### config.mk
export PLATFORM = sky130hd
export DESIGN_NAME = mdpm_merge
export DESIGN_NICKNAME = d
export VERILOG_FILES = /design/src/mdpm_pkg.sv /design/src/mdpm_merge.sv
export SDC_FILE = /design/constraint.sdc
export NUM_CORES = 1
export LEC_CHECK = 0
export BUFFER_PORTS_ARGS = -buffer_cell sky130_fd_sc_hd__buf_4
export CORE_UTILIZATION = 64
export CTS_CLUSTER_DIAMETER = 30
export DETAILED_ROUTE_END_ITERATION = 12
export GPL_TIMING_DRIVEN = 1
export HOLD_SLACK_MARGIN = 0.02
export PLACE_DENSITY_LB_ADDON = 0.25
export SETUP_SLACK_MARGIN = 0.4
export SYNTH_ARGS = -nofsm -noshare
export SYNTH_HDL_FRONTEND = slang
export SYNTH_SLANG_ARGS = --single-unit
export TNS_END_PERCENT = 10
### constraint.sdc
create_clock -name aclk -period 16.65 [get_ports aclk]
set_clock_uncertainty 0.05 [all_clocks]
set_input_delay 3.33 -clock aclk [delete_from_list [all_inputs] [get_ports aclk]]
set_output_delay 3.33 -clock aclk [all_outputs]
set_load 0.1 [all_outputs]
### src/mdpm_pkg.sv
// Shared types, constants and the slot role table of the mono downmix peak meter.
`default_nettype none

package mdpm_pkg;

    localparam int SAMPLE_BITS_DEF = 24;
    localparam int GAIN_BITS_DEF   = 16;
    localparam int SLOTS           = 5;
    localparam int SLOT_IDX_BITS   = $clog2(SLOTS);

    localparam int MODE_BITS     = 3;
    localparam int LEVEL_BITS    = 16;
    localparam int LEVEL_FRAC    = 15;
    localparam int CFG_ADDR_BITS = 4;

    localparam logic [LEVEL_BITS-1:0] LEVEL_UNITY = 16'd32768;
    localparam logic [LEVEL_BITS-1:0] LEVEL_RESET = 16'd23170;
    localparam logic [MODE_BITS-1:0]  MODE_RESET  = 3'd7;
    localparam logic [MODE_BITS-1:0]  MODE_MONO   = 3'd1;

    // 2^-0.5 in Q0.32
    localparam logic [63:0] ROOT_HALF_Q32 = 64'd3037000500;

    localparam logic [1:0] REG_MODE = 2'd0;
    localparam logic [1:0] REG_CLEV = 2'd1;
    localparam logic [1:0] REG_SLEV = 2'd2;

    typedef enum logic [1:0] {
        ROLE_NONE,
        ROLE_FRONT,
        ROLE_CENTRE,
        ROLE_SURR
    } role_t;

    typedef struct packed {
        logic [MODE_BITS-1:0]  mode;
        logic [LEVEL_BITS-1:0] clev;
        logic [LEVEL_BITS-1:0] slev;
    } cfg_t;

    // coded channel order per acmod
    localparam role_t ROLE_MAP [8][SLOTS] = '{
        '{ROLE_NONE,   ROLE_NONE,   ROLE_NONE,  ROLE_NONE, ROLE_NONE},
        '{ROLE_CENTRE, ROLE_NONE,   ROLE_NONE,  ROLE_NONE, ROLE_NONE},
        '{ROLE_FRONT,  ROLE_FRONT,  ROLE_NONE,  ROLE_NONE, ROLE_NONE},
        '{ROLE_FRONT,  ROLE_CENTRE, ROLE_FRONT, ROLE_NONE, ROLE_NONE},
        '{ROLE_FRONT,  ROLE_FRONT,  ROLE_SURR,  ROLE_NONE, ROLE_NONE},
        '{ROLE_FRONT,  ROLE_CENTRE, ROLE_FRONT, ROLE_SURR, ROLE_NONE},
        '{ROLE_FRONT,  ROLE_FRONT,  ROLE_SURR,  ROLE_SURR, ROLE_NONE},
        '{ROLE_FRONT,  ROLE_CENTRE, ROLE_FRONT, ROLE_SURR, ROLE_SURR}
    };

endpackage

`default_nettype wire

### src/mdpm_merge.sv
// Merge of lane products: adder tree, magnitude, rounding, saturation and peak hold.
`default_nettype none

module mdpm_merge #(
    parameter int SAMPLE_BITS = mdpm_pkg::SAMPLE_BITS_DEF,
    parameter int GAIN_BITS   = mdpm_pkg::GAIN_BITS_DEF
) (
    input  wire logic                                  aclk,
    input  wire logic                                  aresetn,
    input  wire logic                                  in_valid,
    input  wire logic                                  in_final,
    output logic                                       in_ready,
    input  wire logic signed [SAMPLE_BITS+GAIN_BITS-1:0] prod [mdpm_pkg::SLOTS],
    output logic                                       m_tvalid,
    input  wire logic                                  m_tready,
    output logic [((SAMPLE_BITS+7)/8)*8-1:0]           m_tdata
);

    localparam int PW       = SAMPLE_BITS + GAIN_BITS;
    localparam int SW       = PW + 3;
    localparam int GF       = GAIN_BITS - 1;
    localparam int OUT_BITS = ((SAMPLE_BITS + 7) / 8) * 8;

    localparam logic [SW-1:0] HALF = SW'({1'b1, {(GF - 1){1'b0}}});
    localparam logic [SW-1:0] SAMPLE_UNITY = SW'({1'b1, {(SAMPLE_BITS - 1){1'b0}}});

    logic                   v3_reg, v4_reg, v5_reg, v6_reg;
    logic                   f3_reg, f4_reg, f5_reg, f6_reg;
    logic signed [SW-1:0]   p01_reg, p23_reg, p4_reg;
    logic signed [SW-1:0]   total_reg;
    logic [SW-1:0]          abs_reg;
    logic [SAMPLE_BITS-1:0] mag_reg;
    logic [SAMPLE_BITS-1:0] peak_reg;
    logic [SAMPLE_BITS-1:0] out_reg;
    logic                   out_valid_reg;

    logic                   out_free, take6;
    logic                   rdy3, rdy4, rdy5, rdy6;
    logic [SW-1:0]          rnd, scaled;
    logic [SAMPLE_BITS-1:0] mag_next, peak_next;

    assign out_free = !out_valid_reg || m_tready;
    assign take6    = v6_reg && (!f6_reg || out_free);
    assign rdy6     = !v6_reg || take6;
    assign rdy5     = !v5_reg || rdy6;
    assign rdy4     = !v4_reg || rdy5;
    assign rdy3     = !v3_reg || rdy4;
    assign in_ready = rdy3;

    always_comb begin
        rnd       = abs_reg + HALF;
        scaled    = rnd >> GF;
        mag_next  = (scaled > SAMPLE_UNITY) ? SAMPLE_UNITY[SAMPLE_BITS-1:0]
                                            : scaled[SAMPLE_BITS-1:0];
        peak_next = (mag_reg > peak_reg) ? mag_reg : peak_reg;
    end

    always_ff @(posedge aclk) begin
        if (!aresetn) begin
            v3_reg        <= 1'b0;
            v4_reg        <= 1'b0;
            v5_reg        <= 1'b0;
            v6_reg        <= 1'b0;
            out_valid_reg <= 1'b0;
            peak_reg      <= '0;
        end else begin
            if (rdy3) v3_reg <= in_valid;
            if (rdy4) v4_reg <= v3_reg;
            if (rdy5) v5_reg <= v4_reg;
            if (rdy6) v6_reg <= v5_reg;
            if (take6) begin
                peak_reg <= f6_reg ? '0 : peak_next;
            end
            if (take6 && f6_reg) begin
                out_valid_reg <= 1'b1;
            end else if (m_tready) begin
                out_valid_reg <= 1'b0;
            end
        end
    end

    always_ff @(posedge aclk) begin
        if (rdy3) begin
            f3_reg  <= in_final;
            p01_reg <= SW'(prod[0]) + SW'(prod[1]);
            p23_reg <= SW'(prod[2]) + SW'(prod[3]);
            p4_reg  <= SW'(prod[4]);
        end
        if (rdy4) begin
            f4_reg    <= f3_reg;
            total_reg <= p01_reg + p23_reg + p4_reg;
        end
        if (rdy5) begin
            f5_reg  <= f4_reg;
            abs_reg <= total_reg[SW-1] ? SW'(-total_reg) : SW'(total_reg);
        end
        if (rdy6) begin
            f6_reg  <= f5_reg;
            mag_reg <= mag_next;
        end
        if (take6 && f6_reg) begin
            out_reg <= peak_next;
        end
    end

    assign m_tvalid = out_valid_reg;
    assign m_tdata  = OUT_BITS'(out_reg);

endmodule

`default_nettype wire

==> impl_metrics.yaml <==
status:
  status: "finished, final reports clean"
place:
  portBuffers: 230
  hpwl_um: 27700
  place_congestion: 0.950
drt:
  drtIter0Drc: 1113
  vias: 12889
  via_per_inst: 5.97
  wl_um: 37900
  ant_nets: 0
  drc: 0
  wl_per_cell_um: 17.5
  first_pass_iters: 5
setup_path:
  cp-start-kind: "primary input"
  crit_chain: "buf_4, nand2b_1, nor2_1, and2_1, nand3_4, buf_4"
  max_stage_delay_ns: 0.51
  endpoint_kind: "output pin"
  critical_path.most_common_cell: "buf_4"
  cp_slowest_cell: "nand3_4"
  criticalPathCategory: "in -> out"
  cp_max_fo: 44
  cp_top_family: "simple AND/OR/NAND/NOR gates"
  critPathArrivalTime_ns: 5.18
  r2r_setup_slack_ns: 12.27
  worstPathRequired_ns: 13.27
  path_buf_inv: 2
sta:
  tightest_slew_ns: 1.13
  rsz0062_at_grt: "no"
  final.setup.tns_ns: 0
  max_slew_margin: 0.242
  slew_violations: 0
  finalSetupViolations: 0
  max_freq_mhz: 117
  fin_crit_sh: 0.514
  final_hold_viol_count: 0
  hold-worst-slack_ns: 0.376
  fin_crit_ns: 8.56
synthesis:
  ys_seq_elements: 275
  syn-num-nets: 1928
  yosysUniqueCellTypes: 66
  avgSynthCellArea_um2: 11.3
  syn_area_um2: 17400
  synthCells: 1533
  synthArstFlopShare: 0
  yosysSeqAreaShare: 0.459
  synth_edf_count: 246
  synth_flop_cell: "edfxtp_1"
  yosysWarnings: 0
grt:
  grt_antenna_before_repair: 0
  track_usage: 0.276
  grt_overflow: 0
  grt_pass1_wl_um: 61700
  grt_max_degree: 83
  first_global_vias: 12960
clocking:
  cts.root.buffer_cell: "clkbuf_16"
  cts_buffers: 49
  ctsResizeCount: 0
  cts_tree: "done"
  cts_setup_buffers: 0
  hold_buffers: 0
  clkTransAtPathRegs_ns: 0.05
  clkLatencyLatePin_ns: 0.54
  clock-sinks: 275
  htree_levels: 2
  clockBufferDepth: 3
power:
  p_leak_nw: 8.88
  ir_worst_vdd_mv: 0.0862
  power.density_nw_per_um2: 155
floorplan:
  die_height_um: 167
  fp.dieW_um: 167
  dieArea_um2: 27800
  initial_core_util: 0.659
  rows: 59
  io_pins: 231
  core_um2: 26400
layout:
  synthToLayoutAreaGrowth_pct: 21.3
  drive_gt1_frac: 0.198
  nFillCells: 1551
  fin_util: 0.799
  regArea_um2: 7970
  fin_nets: 2180
  mostFrequentLayoutCell: "edfxtp_1"
  multi_input_area_um2: 9050
  largest_reg_flops: 43
  final_cell_mix: "246 x edfxtp_1, 234 x buf_4, 146 x ha_1"
  diodes: 0
worst_hold_path:
  hp-class: "reg -> reg"
flow_run:
  maxCapViolations: 0
## synth_stat cells, types with 9 or more instances
| cell | n | area [um2] |
|---|---|---|
| nand3_1 | 31 | 155 |
| fa_1 | 44 | 881 |
| o21bai_1 | 16 | 120 |
| inv_1 | 61 | 229 |
| o31ai_1 | 11 | 82.6 |
| a21o_1 | 69 | 518 |
| nand2b_1 | 20 | 125 |
| nor2b_1 | 22 | 138 |
| dfxtp_1 | 29 | 581 |
| o21ai_0 | 87 | 435 |
| mux2_2 | 24 | 270 |
| o211ai_1 | 11 | 82.6 |
| nand2_1 | 67 | 251 |
| o21a_1 | 19 | 143 |
| a22o_1 | 24 | 210 |
| xor2_1 | 41 | 359 |
| xnor2_1 | 124 | 1090 |
| clkbuf_1 | 30 | 113 |
| ha_1 | 146 | 1830 |
| and2_1 | 9 | 56.3 |
| a211oi_1 | 17 | 128 |
| nor3_1 | 24 | 120 |
| a31oi_1 | 17 | 106 |
| nor2_1 | 94 | 353 |
| or3_1 | 9 | 56.3 |
| nand4_1 | 27 | 169 |
| edfxtp_1 | 246 | 7390 |
| and3_1 | 19 | 119 |
| a21oi_1 | 112 | 561 |
## logic make-up after synthesis
| group | Yosys count | synth area share |
|---|---|---|
| xor gates and xnor gates | 165 | 0.0833 |
| AOI/OAI and AO/OA | 423 | 0.158 |
| muxes | 25 | 0.0162 |
| adders and majority gates | 190 | 0.156 |
| buffers and inverters | 94 | 0.0204 |
| DFF | 275 | 0.459 |
| and+or+nand+nor | 361 | 0.107 |
## power by group
part	switching [W]	internal (W)
Combinational	0.000618	0.000551
Sequential	0.000139	0.000996
Clock	0.000348	0.000614
## per-layer routing
metal	vias up	global-route usage	wire length [um]
met1	6035	0.341	15700
met4	0	0.110	1190
met2	502	0.488	18900
met5	-	0	0
met3	83	0.0383	2110
li1	6269	-	-
## path summary, 6_finish.rpt
check / depth (start not counted) / from / endpoint
min: 0 / f5_reg / f6_reg
max: 6 / m_tready / in_ready
min reg2reg: 0 / f5_reg / f6_reg
max reg2reg: 14 / p01_reg[1] / total_reg[39]
## stage by stage
stage	instance area [um2]	setup slack, ns	instances	power [W]
after floorplan	17400	5.92	1533	0.00201
after global placement	19400	8.27	2069	0.00223
after detailed placement	19400	8.12	2069	0.00228
after CTS	21100	8.07	2159	0.00327
after global routing	21100	7.96	2159	0.00346
final	21100	8.09	2159	0.00326
## layout make-up
| type | count | share of cell area |
|---|---|---|
| flip-flops and latches | 275 | 0.378 |
| clock buffers | 55 | 0.0613 |
| inverters | 61 | 0.0109 |
| repair buffers | 234 | 0.0834 |
| multi-input cells | 1164 | 0.430 |
| well taps | 335 | 0.0199 |
| clock inverters | 35 | 0.0160 |
No activity file was read; power rests on OpenSTA's default activity.
