### src/mdpm_pkg.sv
// Shared types, constants and the slot role table of the mono downmix peak meter.
`default_nettype none

package mdpm_pkg;

    localparam int SAMPLE_BITS_DEF = 24;
    localparam int GAIN_BITS_DEF   = 16;
    localparam int SLOTS           = 5;
    localparam int SLOT_IDX_BITS   = $clog2(SLOTS);

    localparam int MODE_BITS     = 3;
    localparam int LEVEL_BITS    = 16;
    localparam int LEVEL_FRAC    = 15;
    localparam int CFG_ADDR_BITS = 4;

    localparam logic [LEVEL_BITS-1:0] LEVEL_UNITY = 16'd32768;
    localparam logic [LEVEL_BITS-1:0] LEVEL_RESET = 16'd23170;
    localparam logic [MODE_BITS-1:0]  MODE_RESET  = 3'd7;
    localparam logic [MODE_BITS-1:0]  MODE_MONO   = 3'd1;

    // 2^-0.5 in Q0.32
    localparam logic [63:0] ROOT_HALF_Q32 = 64'd3037000500;

    localparam logic [1:0] REG_MODE = 2'd0;
    localparam logic [1:0] REG_CLEV = 2'd1;
    localparam logic [1:0] REG_SLEV = 2'd2;

    typedef enum logic [1:0] {
        ROLE_NONE,
        ROLE_FRONT,
        ROLE_CENTRE,
        ROLE_SURR
    } role_t;

    typedef struct packed {
        logic [MODE_BITS-1:0]  mode;
        logic [LEVEL_BITS-1:0] clev;
        logic [LEVEL_BITS-1:0] slev;
    } cfg_t;

    // coded channel order per acmod
    localparam role_t ROLE_MAP [8][SLOTS] = '{
        '{ROLE_NONE,   ROLE_NONE,   ROLE_NONE,  ROLE_NONE, ROLE_NONE},
        '{ROLE_CENTRE, ROLE_NONE,   ROLE_NONE,  ROLE_NONE, ROLE_NONE},
        '{ROLE_FRONT,  ROLE_FRONT,  ROLE_NONE,  ROLE_NONE, ROLE_NONE},
        '{ROLE_FRONT,  ROLE_CENTRE, ROLE_FRONT, ROLE_NONE, ROLE_NONE},
        '{ROLE_FRONT,  ROLE_FRONT,  ROLE_SURR,  ROLE_NONE, ROLE_NONE},
        '{ROLE_FRONT,  ROLE_CENTRE, ROLE_FRONT, ROLE_SURR, ROLE_NONE},
        '{ROLE_FRONT,  ROLE_FRONT,  ROLE_SURR,  ROLE_SURR, ROLE_NONE},
        '{ROLE_FRONT,  ROLE_CENTRE, ROLE_FRONT, ROLE_SURR, ROLE_SURR}
    };

endpackage

`default_nettype wire

### src/mdpm_lane.sv
// One downmix lane: registered product of a slot sample and its mix gain.
`default_nettype none

module mdpm_lane #(
    parameter int SAMPLE_BITS = mdpm_pkg::SAMPLE_BITS_DEF,
    parameter int GAIN_BITS   = mdpm_pkg::GAIN_BITS_DEF
) (
    input  wire logic                                 aclk,
    input  wire logic                                 en,
    input  wire logic signed [SAMPLE_BITS-1:0]        sample,
    input  wire logic        [GAIN_BITS-1:0]          gain,
    output logic      signed [SAMPLE_BITS+GAIN_BITS-1:0] product
);

    localparam int PW = SAMPLE_BITS + GAIN_BITS;

    logic signed [PW:0]   full;
    logic signed [PW-1:0] product_reg;

    assign full = sample * $signed({1'b0, gain});

    always_ff @(posedge aclk) begin
        if (en) begin
            product_reg <= full[PW-1:0];
        end
    end

    assign product = product_reg;

endmodule

`default_nettype wire

### config.mk
export PLATFORM = sky130hd
export DESIGN_NAME = mdpm_lane
export DESIGN_NICKNAME = d
export VERILOG_FILES = /design/src/mdpm_pkg.sv /design/src/mdpm_lane.sv
export SDC_FILE = /design/constraint.sdc
export NUM_CORES = 1
export LEC_CHECK = 0
export CORE_MARGIN = 4
export CORE_UTILIZATION = 50
export CTS_CLUSTER_DIAMETER = 60
export CTS_CLUSTER_SIZE = 24
export DETAILED_ROUTE_END_ITERATION = 8
export DONT_BUFFER_PORTS = 1
export SKIP_LAST_GASP = 1
export SYNTH_ARGS = -nofsm -noshare
export SYNTH_HDL_FRONTEND = slang
export SYNTH_SLANG_ARGS = --single-unit
### constraint.sdc
create_clock -name aclk -period 20.7 [get_ports aclk]
set_input_delay 4.14 -clock aclk [delete_from_list [all_inputs] [get_ports aclk]]
set_output_delay 4.14 -clock aclk [all_outputs]
set_load 0.1 [all_outputs]
==> impl_metrics.py, run 1 <==
metrics = {
    "die": {
        "start_util": 0.5094,
        "die-area_um2": 33210,
        "io-pin-count": 82,
        "dieWidth_um": 182.2,
        "core_area_um2": 29800,
        "row_count": 63,
        "die_h_um": 182.2,
    },
    "drt": {
        "vias_per_cell": 5.313,
        "drt_iter0_drc": 519,
        "dr.pass1.iters": 4,
        "num_vias": 10560,
        "wire_per_inst_um": 18.69,
        "drc": 0,
        "drt_wl_total_um": 37150,
        "ant_nets": 0,
    },
    "clock_network": {
        "cts_hold_buf": 0,
        "post_cts_buffers": 0,
        "clock_sinks": 40,
        "cts-htree-levels": 2,
        "ctsResizeCount": 0,
        "cts_root_buffer": "clkbuf_16",
        "clk_pin_slew_ns": 0.06,
        "clk_path_buf_depth": 2,
        "cts_buffers": 5,
        "cts_tree": "done",
    },
    "logic_synthesis": {
        "synth_seq_cells": 40,
        "async_flop_share": 0,
        "synth_top_area_frac": 0.4906,
        "synth_seq_area_share": 0.07914,
        "synthTopCellsByArea": "fa_1, inv_1, ha_1, edfxtp_1, nand2_1",
        "synth_edf_count": 40,
        "avgSynthCellArea_um2": 9.171,
        "yosys_warnings": 0,
        "yosysMostFrequentCell": "inv_1",
        "synth_top_area_cell": "fa_1",
        "ys_types": 51,
        "synth_top_flop_cell": "edfxtp_1",
        "synthCells": 1655,
        "syn-cell-area_um2": 15180,
        "syn_nets": 2167,
        "yosys-top-cells-count": "inv_1, fa_1, nand2_1",
    },
    "flow_run": {
        "maxCapViolCount": 0,
    },
    "sta": {
        "worst_pin_slew_ns": 0.9389,
        "max_clock_freq_mhz": 102.5,
        "drv_slew": 0,
        "grt_setup_unrepaired": "false",
        "min_period_over_period": 0.4711,
        "maxSlewHeadroom": 0.3754,
        "finalSetupTns_ns": 0,
        "finalSetupViolCount": 0,
        "hold_violations": 0,
        "post-route-min-period_ns": 9.753,
    },
    "global_routing": {
        "grt_usage": 0.2394,
        "grt_max_degree": 41,
        "grt_pass1_vias": 12030,
        "overflow": 0,
        "grt_pass1_wl_um": 62620,
        "antenna_found_initial": 0,
    },
    "final_layout": {
        "nFillCells": 2822,
        "layout.nets": 2109,
        "diodes": 0,
        "area_growth_pct": 2.712,
        "final_core_utilization": 0.5232,
        "drive_gt1_frac": 0.01126,
        "largest_reg_flops": 40,
    },
    "worst_setup_path": {
        "crit_fanout": 24,
        "worstSetupStartpointType": "input port",
        "crit_arrival_ns": 9.78,
        "crit_path_end_kind": "register",
        "cp.required_ns": 20.73,
        "crit_type": "input port to register",
    },
    "min_path": {
        "min_path_type": "input port to register",
    },
    "place": {
        "place.gp.congestion": 0.8675,
        "io_buffers": 0,
        "dp_hpwl_um": 30070,
    },
    "run_status": {
        "status": "finished, final reports clean",
    },
}
## placed cells by master, fill, tap and decap left out, drive strengths merged, types with 3 or more instances in the layout
cell type	n
inv	457
fa	372
nand2	262
and2	149
ha	98
edfxtp	40
a21oi	34
xnor2	32
nor2	25
o21ai	16
a21o	15
nand4	9
xor2	9
nand3	7
a211oi	6
nor3	6
o21bai	5
o21a	5
nor2b	5
clkbuf	5
o211ai	4
o31ai	4
nor4	3
a31oi	3
## critical path: stages
cell	delay, ns
nand2_1	0.11
fa_1	0.75
fa_1	0.51
inv_1	0.31
fa_1	0.51
fa_1	0.50
fa_1	0.49
inv_1	0.05
fa_1	0.47
inv_1	0.04
ha_1	0.35
a21o_1	0.20
a21oi_1	0.22
nor2b_1	0.20
o21ai_0	0.10
o21ai_1	0.27
nor2_1	0.12
a221oi_1	0.34
xnor2_1	0.11
## kinds of logic (layout without fill, tap and decap cells)
| family | after synthesis | count (layout) | share of synthesized area |
|---|---|---|---|
| AOI/OAI and AO/OA | 107 | 107 | 0.04732 |
| xor gates and xnor gates | 41 | 41 | 0.02366 |
| adders and majority gates | 470 | 470 | 0.5714 |
| buffers and inverters | 522 | 465 | 0.1291 |
| DFF | 40 | 40 | 0.07914 |
| and+or+nand+nor | 475 | 475 | 0.1494 |
## final timing paths
kind	cells after the start	slack [ns]	startpoint	endpoint
setup / recovery	19	10.95	gain[2]	product[38]
hold / removal	0	3.97	en	product[0]
## per-layer routing
layer	wire, µm	vias up	global-route usage
li1	-	4671	-
met1	14510	5517	0.2984
met2	19480	303	0.4419
met3	1834	71	0.02611
met4	1326	0	0.06665
met5	0	-	0
## layout make-up
class / count / area (µm²) / share of cell area
clock inverter: 3 / 42.54 / 0.002729
inverter: 457 / 1715 / 0.1100
tap: 390 / 488.0 / 0.03130
sequential: 40 / 1201 / 0.07705
clock buffer: 5 / 125.1 / 0.008026
multi-input combinational: 1093 / 12020 / 0.7709
## through the flow
stage	area (µm²)	setup slack (ns)	hold WS, ns	instances
final	15590	10.95	3.968	1988
after global routing	15590	10.57	3.958	1988
after CTS	15590	10.90	3.963	1988
after detailed placement	15420	10.60	4.256	1980
after global placement	15420	10.80	4.257	1980
after floorplan	15180	10.95	4.253	1655
Power of run 1 is left out: the tool's default activity adds up to more than one toggle a clock period on the data nets, which glitch-free logic cannot reach.
==> inputs of run 2 (changes only) <==
--- a/config.mk
+++ b/config.mk
@@ -11,6 +11,7 @@
 export CTS_CLUSTER_SIZE = 24
 export DETAILED_ROUTE_END_ITERATION = 8
 export DONT_BUFFER_PORTS = 1
+export PLACE_DENSITY = 0.68
 export SKIP_LAST_GASP = 1
 export SYNTH_ARGS = -nofsm -noshare
 export SYNTH_HDL_FRONTEND = slang
==> constraint.sdc (replaced) <==
create_clock -name aclk -period 8.1 [get_ports aclk]
set_input_delay 1.62 -clock aclk [delete_from_list [all_inputs] [get_ports aclk]]
set_output_delay 1.62 -clock aclk [all_outputs]
set_load 0.1 [all_outputs]
==> run 2 against run 1 <==
Effect of this change:
- hold slack got worse by 2.5 ns
- cell area shrank 0.15%
- critical endpoint is now product[28]
- core utilization shrank 0.080 points
- critical path type unchanged
- count of clock-buffer cells in the layout unchanged
- global-route usage shrank 0.31 points
- via count is 1.4% higher
- highest routed layer unchanged
- flip-flop and latch count stayed put
==> impl_metrics.py, run 2 (synthesis results as in run 1) <==
metrics = {
    "drt": {
        "vias_per_cell": 5.388,
        "drt_wl_total_um": 37160,
        "num_vias": 10710,
        "dr.pass1.iters": 6,
        "drt_iter0_drc": 625,
        "wire_per_inst_um": 18.69,
        "ant_nets": 0,
        "drc": 0,
    },
    "sta": {
        "min_period_over_period": 0.8955,
        "finalSetupTns_ns": 0,
        "post-route-min-period_ns": 7.254,
        "drv_slew": 0,
        "hold-worst-slack_ns": 1.453,
        "worst_pin_slew_ns": 0.9394,
        "grt_setup_unrepaired": "false",
        "hold_violations": 0,
        "maxSlewHeadroom": 0.3750,
        "finalSetupViolCount": 0,
        "max_clock_freq_mhz": 137.9,
    },
    "global_routing": {
        "grt_pass1_wl_um": 62290,
        "overflow": 0,
        "grt_usage": 0.2363,
        "grt_pass1_vias": 12170,
        "antenna_found_initial": 0,
        "grt_max_degree": 41,
    },
    "min_path": {
        "min_path_type": "input port to register",
        "min_from": "en",
        "holdPathEnd": "product[12]",
        "min_path_cells": 0,
    },
    "final_layout": {
        "area_growth_pct": 2.556,
        "diodes": 0,
        "layout.nets": 2109,
        "nFillCells": 2806,
        "drive_gt1_frac": 0.01126,
        "final_cells": 1988,
        "layout_common_cells": "inv_1, fa_1, nand2_1, and2_1, ha_1",
        "layout_commonest_cell": "inv_1",
        "largest_reg_flops": 40,
    },
    "place": {
        "dp_hpwl_um": 30000,
        "dp_cells": 1980,
        "io_buffers": 0,
        "place.gp.congestion": 0.8745,
    },
    "worst_setup_path": {
        "worstSetupStartpointType": "input port",
        "cp.required_ns": 8.12,
        "crit_fanout": 16,
        "crit_path_end_kind": "register",
        "crit_arrival_ns": 7.28,
        "crit_type": "input port to register",
    },
    "clock_network": {
        "clk_pin_slew_ns": 0.06,
        "cts_hold_buf": 0,
        "ctsResizeCount": 0,
        "cts_buffers": 5,
        "post_cts_buffers": 0,
        "clock_sinks": 40,
        "clk_path_buf_depth": 2,
        "cts_tree": "done",
        "cts_root_buffer": "clkbuf_16",
        "cts-htree-levels": 2,
    },
    "run_status": {
        "status": "finished, final reports clean",
    },
    "die": {
        "core_area_um2": 29800,
        "die_h_um": 182.2,
        "dieWidth_um": 182.2,
        "row_count": 63,
        "io-pin-count": 82,
        "start_util": 0.5094,
        "die-area_um2": 33210,
    },
    "flow_run": {
        "maxCapViolCount": 0,
    },
}
==> run 2: cell count changes in the layout (fill, tap and decap cells not counted) <==
cell	change
clkinv_2	+1
bufinv_16	-1
clkinv_4	+1
clkinvlp_4	-1
==> run 2: area by class of cell <==
class	count	area, µm²	area share
sequential	40	1201	0.07716
tap	390	488.0	0.03135
clock buffer	5	125.1	0.008038
clock inverter	3	18.77	0.001206
multi-input combinational	1093	12020	0.7720
inverter	457	1715	0.1102
==> run 2: through the flow <==
step / setup WS (ns) / area, µm² / utilization
6_report: 0.8464 / 15570 / 0.5224
5_1_grt: 0.5283 / 15570 / 0.5224
2_1_floorplan: 0.8666 / 15180 / -
3_5_place_dp: 0.5864 / 15420 / 0.5176
4_1_cts: 0.8975 / 15570 / 0.5224
3_3_place_gp: 0.6572 / 15420 / 0.5176
==> run 2: worst max-delay path: stages <==
cell and delay [ns]:
and2_1 0.16, fa_1 0.53, inv_1 0.06, fa_1 0.53, inv_1 0.05, fa_1 0.50
inv_1 0.05, fa_1 0.59, fa_1 0.48, fa_1 0.51, inv_1 0.05, ha_1 0.39
o211ai_1 0.14, nor4_1 0.41, o31ai_1 0.17, and2_1 0.24, o311ai_2 0.37, a21o_1 0.18
a21oi_1 0.08, xnor2_1 0.15
==> run 2: worst max-delay path by stage <==
stage	cells past startpoint	slack (ns)	from	end
after floorplan	20	0.87	sample[23]	product[36]
after global placement	20	0.66	sample[15]	product[28]
after detailed placement	19	0.59	gain[2]	product[38]
after CTS	19	0.90	gain[2]	product[38]
after global routing	19	0.53	gain[2]	product[38]
final	20	0.85	sample[15]	product[28]
==> run 2: metal layers <==
metal	GRT usage	up-vias	share of wire
met5	0	-	0
met4	0.08046	0	0.037
met3	0.03129	84	0.067
met2	0.4328	426	0.53
met1	0.2876	5530	0.37
li1	-	4672	-
Power of run 2 is left out for the same reason.
