`src/mdpm_pkg.sv`:
```
// Shared types, constants and the slot role table of the mono downmix peak meter.
`default_nettype none

package mdpm_pkg;

    localparam int SAMPLE_BITS_DEF = 24;
    localparam int GAIN_BITS_DEF   = 16;
    localparam int SLOTS           = 5;
    localparam int SLOT_IDX_BITS   = $clog2(SLOTS);

    localparam int MODE_BITS     = 3;
    localparam int LEVEL_BITS    = 16;
    localparam int LEVEL_FRAC    = 15;
    localparam int CFG_ADDR_BITS = 4;

    localparam logic [LEVEL_BITS-1:0] LEVEL_UNITY = 16'd32768;
    localparam logic [LEVEL_BITS-1:0] LEVEL_RESET = 16'd23170;
    localparam logic [MODE_BITS-1:0]  MODE_RESET  = 3'd7;
    localparam logic [MODE_BITS-1:0]  MODE_MONO   = 3'd1;

    // 2^-0.5 in Q0.32
    localparam logic [63:0] ROOT_HALF_Q32 = 64'd3037000500;

    localparam logic [1:0] REG_MODE = 2'd0;
    localparam logic [1:0] REG_CLEV = 2'd1;
    localparam logic [1:0] REG_SLEV = 2'd2;

    typedef enum logic [1:0] {
        ROLE_NONE,
        ROLE_FRONT,
        ROLE_CENTRE,
        ROLE_SURR
    } role_t;

    typedef struct packed {
        logic [MODE_BITS-1:0]  mode;
        logic [LEVEL_BITS-1:0] clev;
        logic [LEVEL_BITS-1:0] slev;
    } cfg_t;

    // coded channel order per acmod
    localparam role_t ROLE_MAP [8][SLOTS] = '{
        '{ROLE_NONE,   ROLE_NONE,   ROLE_NONE,  ROLE_NONE, ROLE_NONE},
        '{ROLE_CENTRE, ROLE_NONE,   ROLE_NONE,  ROLE_NONE, ROLE_NONE},
        '{ROLE_FRONT,  ROLE_FRONT,  ROLE_NONE,  ROLE_NONE, ROLE_NONE},
        '{ROLE_FRONT,  ROLE_CENTRE, ROLE_FRONT, ROLE_NONE, ROLE_NONE},
        '{ROLE_FRONT,  ROLE_FRONT,  ROLE_SURR,  ROLE_NONE, ROLE_NONE},
        '{ROLE_FRONT,  ROLE_CENTRE, ROLE_FRONT, ROLE_SURR, ROLE_NONE},
        '{ROLE_FRONT,  ROLE_FRONT,  ROLE_SURR,  ROLE_SURR, ROLE_NONE},
        '{ROLE_FRONT,  ROLE_CENTRE, ROLE_FRONT, ROLE_SURR, ROLE_SURR}
    };

endpackage

`default_nettype wire

```
`src/mdpm_divider.sv`:
```
// Restoring divider, one quotient bit per cycle, for gain normalization.
`default_nettype none

module mdpm_divider #(
    parameter int GAIN_BITS = mdpm_pkg::GAIN_BITS_DEF
) (
    input  wire logic                           aclk,
    input  wire logic                           aresetn,
    input  wire logic                           clear,
    input  wire logic                           start,
    input  wire logic [2*GAIN_BITS-1:0]         num,
    input  wire logic [GAIN_BITS+2:0]           den,
    output logic                                done,
    output logic [GAIN_BITS-1:0]                quot
);

    localparam int SUM_BITS = GAIN_BITS + 3;
    localparam int NUM_BITS = 2 * GAIN_BITS;
    localparam int CNT_BITS = $clog2(GAIN_BITS + 1);

    logic                  active_reg;
    logic                  done_reg;
    logic [CNT_BITS-1:0]   cnt_reg;
    logic [SUM_BITS-1:0]   rem_reg;
    logic [SUM_BITS-1:0]   den_reg;
    logic [GAIN_BITS-1:0]  quo_reg;

    logic [SUM_BITS:0]     trial;
    logic                  fits;
    logic [SUM_BITS:0]     diff;

    always_comb begin
        trial = {rem_reg, quo_reg[GAIN_BITS-1]};
        fits  = trial >= {1'b0, den_reg};
        diff  = trial - {1'b0, den_reg};
    end

    always_ff @(posedge aclk) begin
        if (!aresetn) begin
            active_reg <= 1'b0;
            done_reg   <= 1'b0;
            cnt_reg    <= '0;
        end else if (clear) begin
            active_reg <= 1'b0;
            done_reg   <= 1'b0;
        end else if (start) begin
            active_reg <= 1'b1;
            done_reg   <= 1'b0;
            cnt_reg    <= CNT_BITS'(GAIN_BITS);
        end else if (active_reg) begin
            cnt_reg <= cnt_reg - 1'b1;
            if (cnt_reg == CNT_BITS'(1)) begin
                active_reg <= 1'b0;
                done_reg   <= 1'b1;
            end
        end else begin
            done_reg <= 1'b0;
        end
    end

    always_ff @(posedge aclk) begin
        if (start) begin
            rem_reg <= {3'b000, num[NUM_BITS-1:GAIN_BITS]};
            quo_reg <= num[GAIN_BITS-1:0];
            den_reg <= den;
        end else if (active_reg) begin
            rem_reg <= fits ? diff[SUM_BITS-1:0] : trial[SUM_BITS-1:0];
            quo_reg <= {quo_reg[GAIN_BITS-2:0], fits};
        end
    end

    assign done = done_reg;
    assign quot = quo_reg;

endmodule

`default_nettype wire

```
`src/mdpm_gain_calc.sv`:
```
// Mix gain sequencer: role gains, sum, and normalization through the shared divider.
`default_nettype none

module mdpm_gain_calc #(
    parameter int GAIN_BITS = mdpm_pkg::GAIN_BITS_DEF
) (
    input  wire logic          aclk,
    input  wire logic          aresetn,
    input  wire logic          restart,
    input  wire mdpm_pkg::cfg_t cfg,
    output logic               busy,
    output logic [GAIN_BITS-1:0] gain [mdpm_pkg::SLOTS]
);

    import mdpm_pkg::*;

    localparam int GF        = GAIN_BITS - 1;
    localparam int SUM_BITS  = GAIN_BITS + 3;
    localparam int NUM_BITS  = 2 * GAIN_BITS;
    localparam int PROD_BITS = LEVEL_BITS + GAIN_BITS;

    localparam logic [63:0] MINUS3_W = (ROOT_HALF_Q32 + (64'd1 << (31 - GF))) >> (32 - GF);
    localparam logic [63:0] PLUS3_W  = (ROOT_HALF_Q32 + (64'd1 << (30 - GF))) >> (31 - GF);
    localparam logic [GAIN_BITS-1:0] MINUS3 = MINUS3_W[GAIN_BITS-1:0];
    localparam logic [GAIN_BITS-1:0] PLUS3  = PLUS3_W[GAIN_BITS-1:0];
    localparam logic [GAIN_BITS-1:0] UNITY  = {1'b1, {GF{1'b0}}};
    localparam logic [PROD_BITS-1:0] PROD_HALF =
        {{(PROD_BITS - LEVEL_FRAC){1'b0}}, 1'b1, {(LEVEL_FRAC - 1){1'b0}}};

    localparam logic [2:0] ST_IDLE = 3'd0;
    localparam logic [2:0] ST_MUL  = 3'd1;
    localparam logic [2:0] ST_GAIN = 3'd2;
    localparam logic [2:0] ST_SUM  = 3'd3;
    localparam logic [2:0] ST_DIV  = 3'd4;

    logic [2:0]               state_reg, state_next;
    logic [PROD_BITS-1:0]     prod_c_reg, prod_s_reg;
    logic [GAIN_BITS-1:0]     raw_reg [SLOTS];
    logic [GAIN_BITS-1:0]     gain_reg [SLOTS];
    logic [SUM_BITS-1:0]      sum_reg;
    logic [SLOT_IDX_BITS-1:0] slot_reg;
    logic                     launched_reg;

    logic [LEVEL_BITS-1:0]    clev_sat, slev_sat;
    logic [PROD_BITS-1:0]     rnd_c, rnd_s;
    logic [GAIN_BITS-1:0]     gain_c, gain_s;
    logic [GAIN_BITS-1:0]     raw_next [SLOTS];
    logic [SUM_BITS-1:0]      sum_next;
    logic                     needs_norm;
    logic                     last_slot;
    logic                     div_start;
    logic                     div_done;
    logic [NUM_BITS-1:0]      div_num;
    logic [GAIN_BITS-1:0]     div_quot;

    always_comb begin
        clev_sat = (cfg.clev > LEVEL_UNITY) ? LEVEL_UNITY : cfg.clev;
        slev_sat = (cfg.slev > LEVEL_UNITY) ? LEVEL_UNITY : cfg.slev;
        rnd_c    = prod_c_reg + PROD_HALF;
        rnd_s    = prod_s_reg + PROD_HALF;
        gain_c   = rnd_c[LEVEL_FRAC +: GAIN_BITS];
        gain_s   = rnd_s[LEVEL_FRAC +: GAIN_BITS];
    end

    always_comb begin
        for (int i = 0; i < SLOTS; i++) begin
            case (ROLE_MAP[cfg.mode][i])
                ROLE_FRONT:  raw_next[i] = MINUS3;
                ROLE_CENTRE: raw_next[i] = (cfg.mode == MODE_MONO) ? UNITY : gain_c;
                ROLE_SURR:   raw_next[i] = gain_s;
                default:     raw_next[i] = '0;
            endcase
        end
    end

    always_comb begin
        sum_next = '0;
        for (int i = 0; i < SLOTS; i++) begin
            sum_next = sum_next + SUM_BITS'(raw_reg[i]);
        end
    end

    assign needs_norm = sum_reg > SUM_BITS'(UNITY);
    assign last_slot  = slot_reg == SLOT_IDX_BITS'(SLOTS - 1);
    assign div_num    = {1'b0, raw_reg[slot_reg], {GF{1'b0}}} + NUM_BITS'(sum_reg >> 1);

    always_comb begin
        state_next = state_reg;
        div_start  = 1'b0;
        unique case (state_reg)
            ST_IDLE: state_next = ST_IDLE;
            ST_MUL:  state_next = ST_GAIN;
            ST_GAIN: state_next = ST_SUM;
            ST_SUM:  state_next = ST_DIV;
            ST_DIV: begin
                if (!needs_norm) begin
                    state_next = ST_IDLE;
                end else if (!launched_reg) begin
                    div_start = 1'b1;
                end else if (div_done && last_slot) begin
                    state_next = ST_IDLE;
                end
            end
            default: state_next = ST_IDLE;
        endcase
        if (restart) begin
            state_next = ST_MUL;
            div_start  = 1'b0;
        end
    end

    always_ff @(posedge aclk) begin
        if (!aresetn) begin
            state_reg    <= ST_MUL;
            slot_reg     <= '0;
            launched_reg <= 1'b0;
        end else begin
            state_reg <= state_next;
            if (restart || state_reg != ST_DIV) begin
                slot_reg     <= '0;
                launched_reg <= 1'b0;
            end else if (div_start) begin
                launched_reg <= 1'b1;
            end else if (div_done && !last_slot) begin
                slot_reg     <= slot_reg + 1'b1;
                launched_reg <= 1'b0;
            end
        end
    end

    always_ff @(posedge aclk) begin
        if (state_reg == ST_MUL) begin
            prod_c_reg <= {{GAIN_BITS{1'b0}}, clev_sat} * {{LEVEL_BITS{1'b0}}, PLUS3};
            prod_s_reg <= {{GAIN_BITS{1'b0}}, slev_sat} * {{LEVEL_BITS{1'b0}}, MINUS3};
        end
        if (state_reg == ST_GAIN) begin
            raw_reg <= raw_next;
        end
        if (state_reg == ST_SUM) begin
            sum_reg <= sum_next;
        end
        if (state_reg == ST_DIV && !restart) begin
            if (!needs_norm) begin
                gain_reg <= raw_reg;
            end else if (div_done) begin
                gain_reg[slot_reg] <= div_quot;
            end
        end
    end

    mdpm_divider #(
        .GAIN_BITS (GAIN_BITS)
    ) u_divider (
        .aclk    (aclk),
        .aresetn (aresetn),
        .clear   (restart),
        .start   (div_start),
        .num     (div_num),
        .den     (sum_reg),
        .done    (div_done),
        .quot    (div_quot)
    );

    assign busy = state_reg != ST_IDLE;
    assign gain = gain_reg;

endmodule

`default_nettype wire

```
`config.mk`:
```
export PLATFORM = sky130hd
export DESIGN_NAME = mdpm_gain_calc
export DESIGN_NICKNAME = d
export VERILOG_FILES = /design/src/mdpm_pkg.sv /design/src/mdpm_divider.sv /design/src/mdpm_gain_calc.sv
export SDC_FILE = /design/constraint.sdc
export NUM_CORES = 1
export LEC_CHECK = 0
export BUFFER_PORTS_ARGS = -buffer_cell sky130_fd_sc_hd__buf_2
export CAP_MARGIN = 5
export CORE_MARGIN = 4
export CORE_UTILIZATION = 40
export CTS_BUF_LIST = sky130_fd_sc_hd__clkbuf_4 sky130_fd_sc_hd__clkbuf_8
export CTS_CLUSTER_DIAMETER = 80
export CTS_CLUSTER_SIZE = 28
export DETAILED_ROUTE_END_ITERATION = 12
export GPL_TIMING_DRIVEN = 0
export PLACE_DENSITY = 0.59
export SLEW_MARGIN = 20
export SYNTH_ARGS = -nofsm -noshare
export SYNTH_HDL_FRONTEND = slang
export SYNTH_SLANG_ARGS = --single-unit
```
`constraint.sdc`:
```
create_clock -name aclk -period 6.19 [get_ports aclk]
set_input_delay 0.619 -clock aclk [delete_from_list [all_inputs] [get_ports aclk]]
set_output_delay 0.619 -clock aclk [all_outputs]
set_load 0.02 [all_outputs]
```
==> run summary <==
WL per Instance - 19.27 um
VDD IR max - 0.0001291 V
Max-cap violations - 0
setup TNS - 0 ns
Final Hold Vio Count - 0
Yosys warnings - 0
fin crit period - 5.936 ns
HPWL after DPL - 45.73 mm
Max Freq - 168.5 MHz
max_slew headroom - 28.28%
clock sinks - 276
clock slew at reported path FFs - 0.17 ns
Layout Skew - 0.04422 ns
total CTS buffers - 15
Power Total - 5.474 mW
synth-to-layout area growth - 9.652%
routing usage on met3 - 2.180%
1st-pass router iterations - 6
Main synth FF type - edfxtp_1
# diodes - 0
Post-synth EDFFs - 259
Required @ worst endpoint - 6.55 ns
Crit-path slowest cell - fa_1
worst-case clock buffer depth - 3
max reg flops - 80
Root Buffer - clkbuf_8
startpoint types - input pin
Worst-Margin Slew - 1.074 ns
global-route wire length before repair - 85.57 mm
Syn Area/Cell - 10.62 um2
initial antenna violation count - 0
asr flop ratio synth - 0%
die area - 0.05693 mm2
status - finished clean
CTS tree - done
pwr dens - 234.7 mW/mm2
clk_lat worst skew - 0.58 ns
met1 Usage GRT - 26.11%
critical path arrival - 6.30 ns
final net count - 2583
CP peak stage delay - 0.53 ns
drt drc - 0
gr ovfl total - 0
Buf/Inv on CP - 1
library cells used by synthesis - 70
core area - 0.05266 mm2
Static Leak - 9.933 nW
initial core utilization - 40.40%
final period utilization - 95.90%
Critical Path, Cell by Cell - buf_2 -> nor4_2 -> a41oi_4 -> nor2b_1 -> ha_2 -> xor2_2 -> ha_1 -> fa_1 -> fa_1 -> fa_1 -> fa_1 -> ha_1 -> nand2_1 -> o21ai_0 -> a221oi_1 -> o31a_1 -> nor3_2 -> o41a_1 -> xor2_1
share of layout cells above drive strength 1 - 9.935%
I/O pin count - 119
critical path's top delay family - adder cells
sequential share of the synthesized area - 38.16%
H-tree depth - 1
Vias - 14920
CTS Hold Bufs - 0
Synth Register Bits - 276
Row Count - 84
crit path capture type - flip-flop
largest net degree at the start of global routing - 33
antenna viol nets, final - 0
hold crit path type - in2reg
setup violators final - 0
Die H - 238.6 um
Post-Syn Instances - 2003
GR peak layer - met2
synthesized area - 0.02127 mm2
GRT Total Usage - 19.08%
Final Max Tran Viols - 0
Die Wd - 238.6 um
vias in the first global route - 14880
Crit Path Max Fanout - 8
# port buffers - 116
Post-Route WL - 54.95 mm
vias per cell - 5.232
GRT met2 Usage - 32.21%
Starting DRT DRC Count - 988
Worst Path Class, Setup - in2reg
most used cell, CP - fa_1
GP Congestion - 0.9578
[Yosys cell counts (26+ instances only)]
library cell | count | area (um2)
nand2_1 | 286 | 1074
edfxtp_1 | 259 | 7777
ha_1 | 250 | 3128
inv_1 | 217 | 814.5
nor2_1 | 142 | 533.0
fa_1 | 139 | 2783
o21ai_0 | 111 | 555.5
xnor2_1 | 77 | 674.4
a21oi_1 | 71 | 355.3
xor2_1 | 46 | 402.9
nor2b_1 | 40 | 250.2
clkbuf_1 | 30 | 112.6
nand3_1 | 27 | 135.1
nor3_1 | 26 | 130.1
[report_power, final]
| part | switching [mW] | internal [mW] |
|---|---|---|
| combinational | 1.21 | 0.948 |
| clock | 0.598 | 0.278 |
| sequential | 0.145 | 2.30 |
| total | 1.95 | 3.53 |
[stage by stage]
stage / util, % / hold WS, ns / setup slack [ns] / instances / instance area, um2
after floorplan: - / 0.4278 / 0.02197 / 2011 / 21330
after global placement: 43.24 / 0.4562 / -0.5370 / 2815 / 22770
after detailed placement: 43.49 / 0.4672 / -0.5882 / 2823 / 22900
after CTS: 44.07 / 0.3064 / 0.02979 / 2848 / 23200
after global routing: 44.30 / 0.3164 / -0.01078 / 2852 / 23330
final: 44.30 / 0.3256 / 0.2539 / 2852 / 23330
[per-layer routing]
layer,share of wire [%],up-vias
li1,-,7204
met4,3.0,0
met1,44,7188
met5,0,-
met2,47,439
met3,5.4,91
[placed cells by master, fill, tap and decap left out, types with 6 or more instances in the layout]
cell / instances
a21boi_0: 8
a21o_1: 19
a21oi_1: 71
a22oi_1: 13
a31oi_1: 11
and2_1: 10
and3_1: 8
buf_1: 6
buf_2: 131
buf_4: 7
clkbuf_1: 29
clkbuf_8: 15
conb_1: 9
dfxtp_1: 17
edfxtp_1: 259
fa_1: 139
ha_1: 248
inv_1: 216
mux2i_1: 14
mux4_2: 12
nand2_1: 286
nand2b_1: 16
nand3_1: 27
nand4_1: 16
nor2_1: 137
nor2b_1: 38
nor3_1: 25
nor4_1: 9
o21a_1: 19
o21ai_0: 108
or3_1: 7
xnor2_1: 77
xor2_1: 45
[logic make-up after synthesis]
family / synth area share [%]
adders and majority gates: 27.78
other: 0.01763
xor gates and xnor gates: 5.064
DFF: 38.16
and+or+nand+nor: 12.87
AOI/OAI and AO/OA: 8.864
muxes: 2.353
buffers and inverters: 4.882
[cell type report]
cell class | count | area, um2
plain buffers | 52 | 225.2
fillers | 4950 | 29330
well taps | 688 | 860.8
multi-input cells | 1465 | 12280
clock inverters | 6 | 65.06
inverters | 218 | 818.3
flip-flops and latches | 276 | 8118
repair buffers | 128 | 720.7
clock buffers | 19 | 236.5
[final timing paths]
kind / from / to / slack [ns] / depth (start not counted)
setup / recovery: cfg[16] / prod_c_reg[29]$_DFFE_PP_ / 0.25 / 19
hold / removal: aresetn / u_divider.cnt_reg[4]$_SDFFE_PN0P_ / 0.33 / 2
setup reg to reg: raw_reg[1]$_SDFFCE_PN0P_ / sum_reg[17]$_DFFE_PP_ / 1.21 / 16
hold reg to reg: sum_reg[1]$_DFFE_PP_ / u_divider.den_reg[1]$_DFFE_PP_ / 0.47 / 0
[timing repair]
action                                  in CTS  in global routing
buffers inserted                             0                  4
resized for setup                            0                 19
endpoints found under the setup margin       0                 13
No activity file was read; power rests on OpenSTA's default activity.
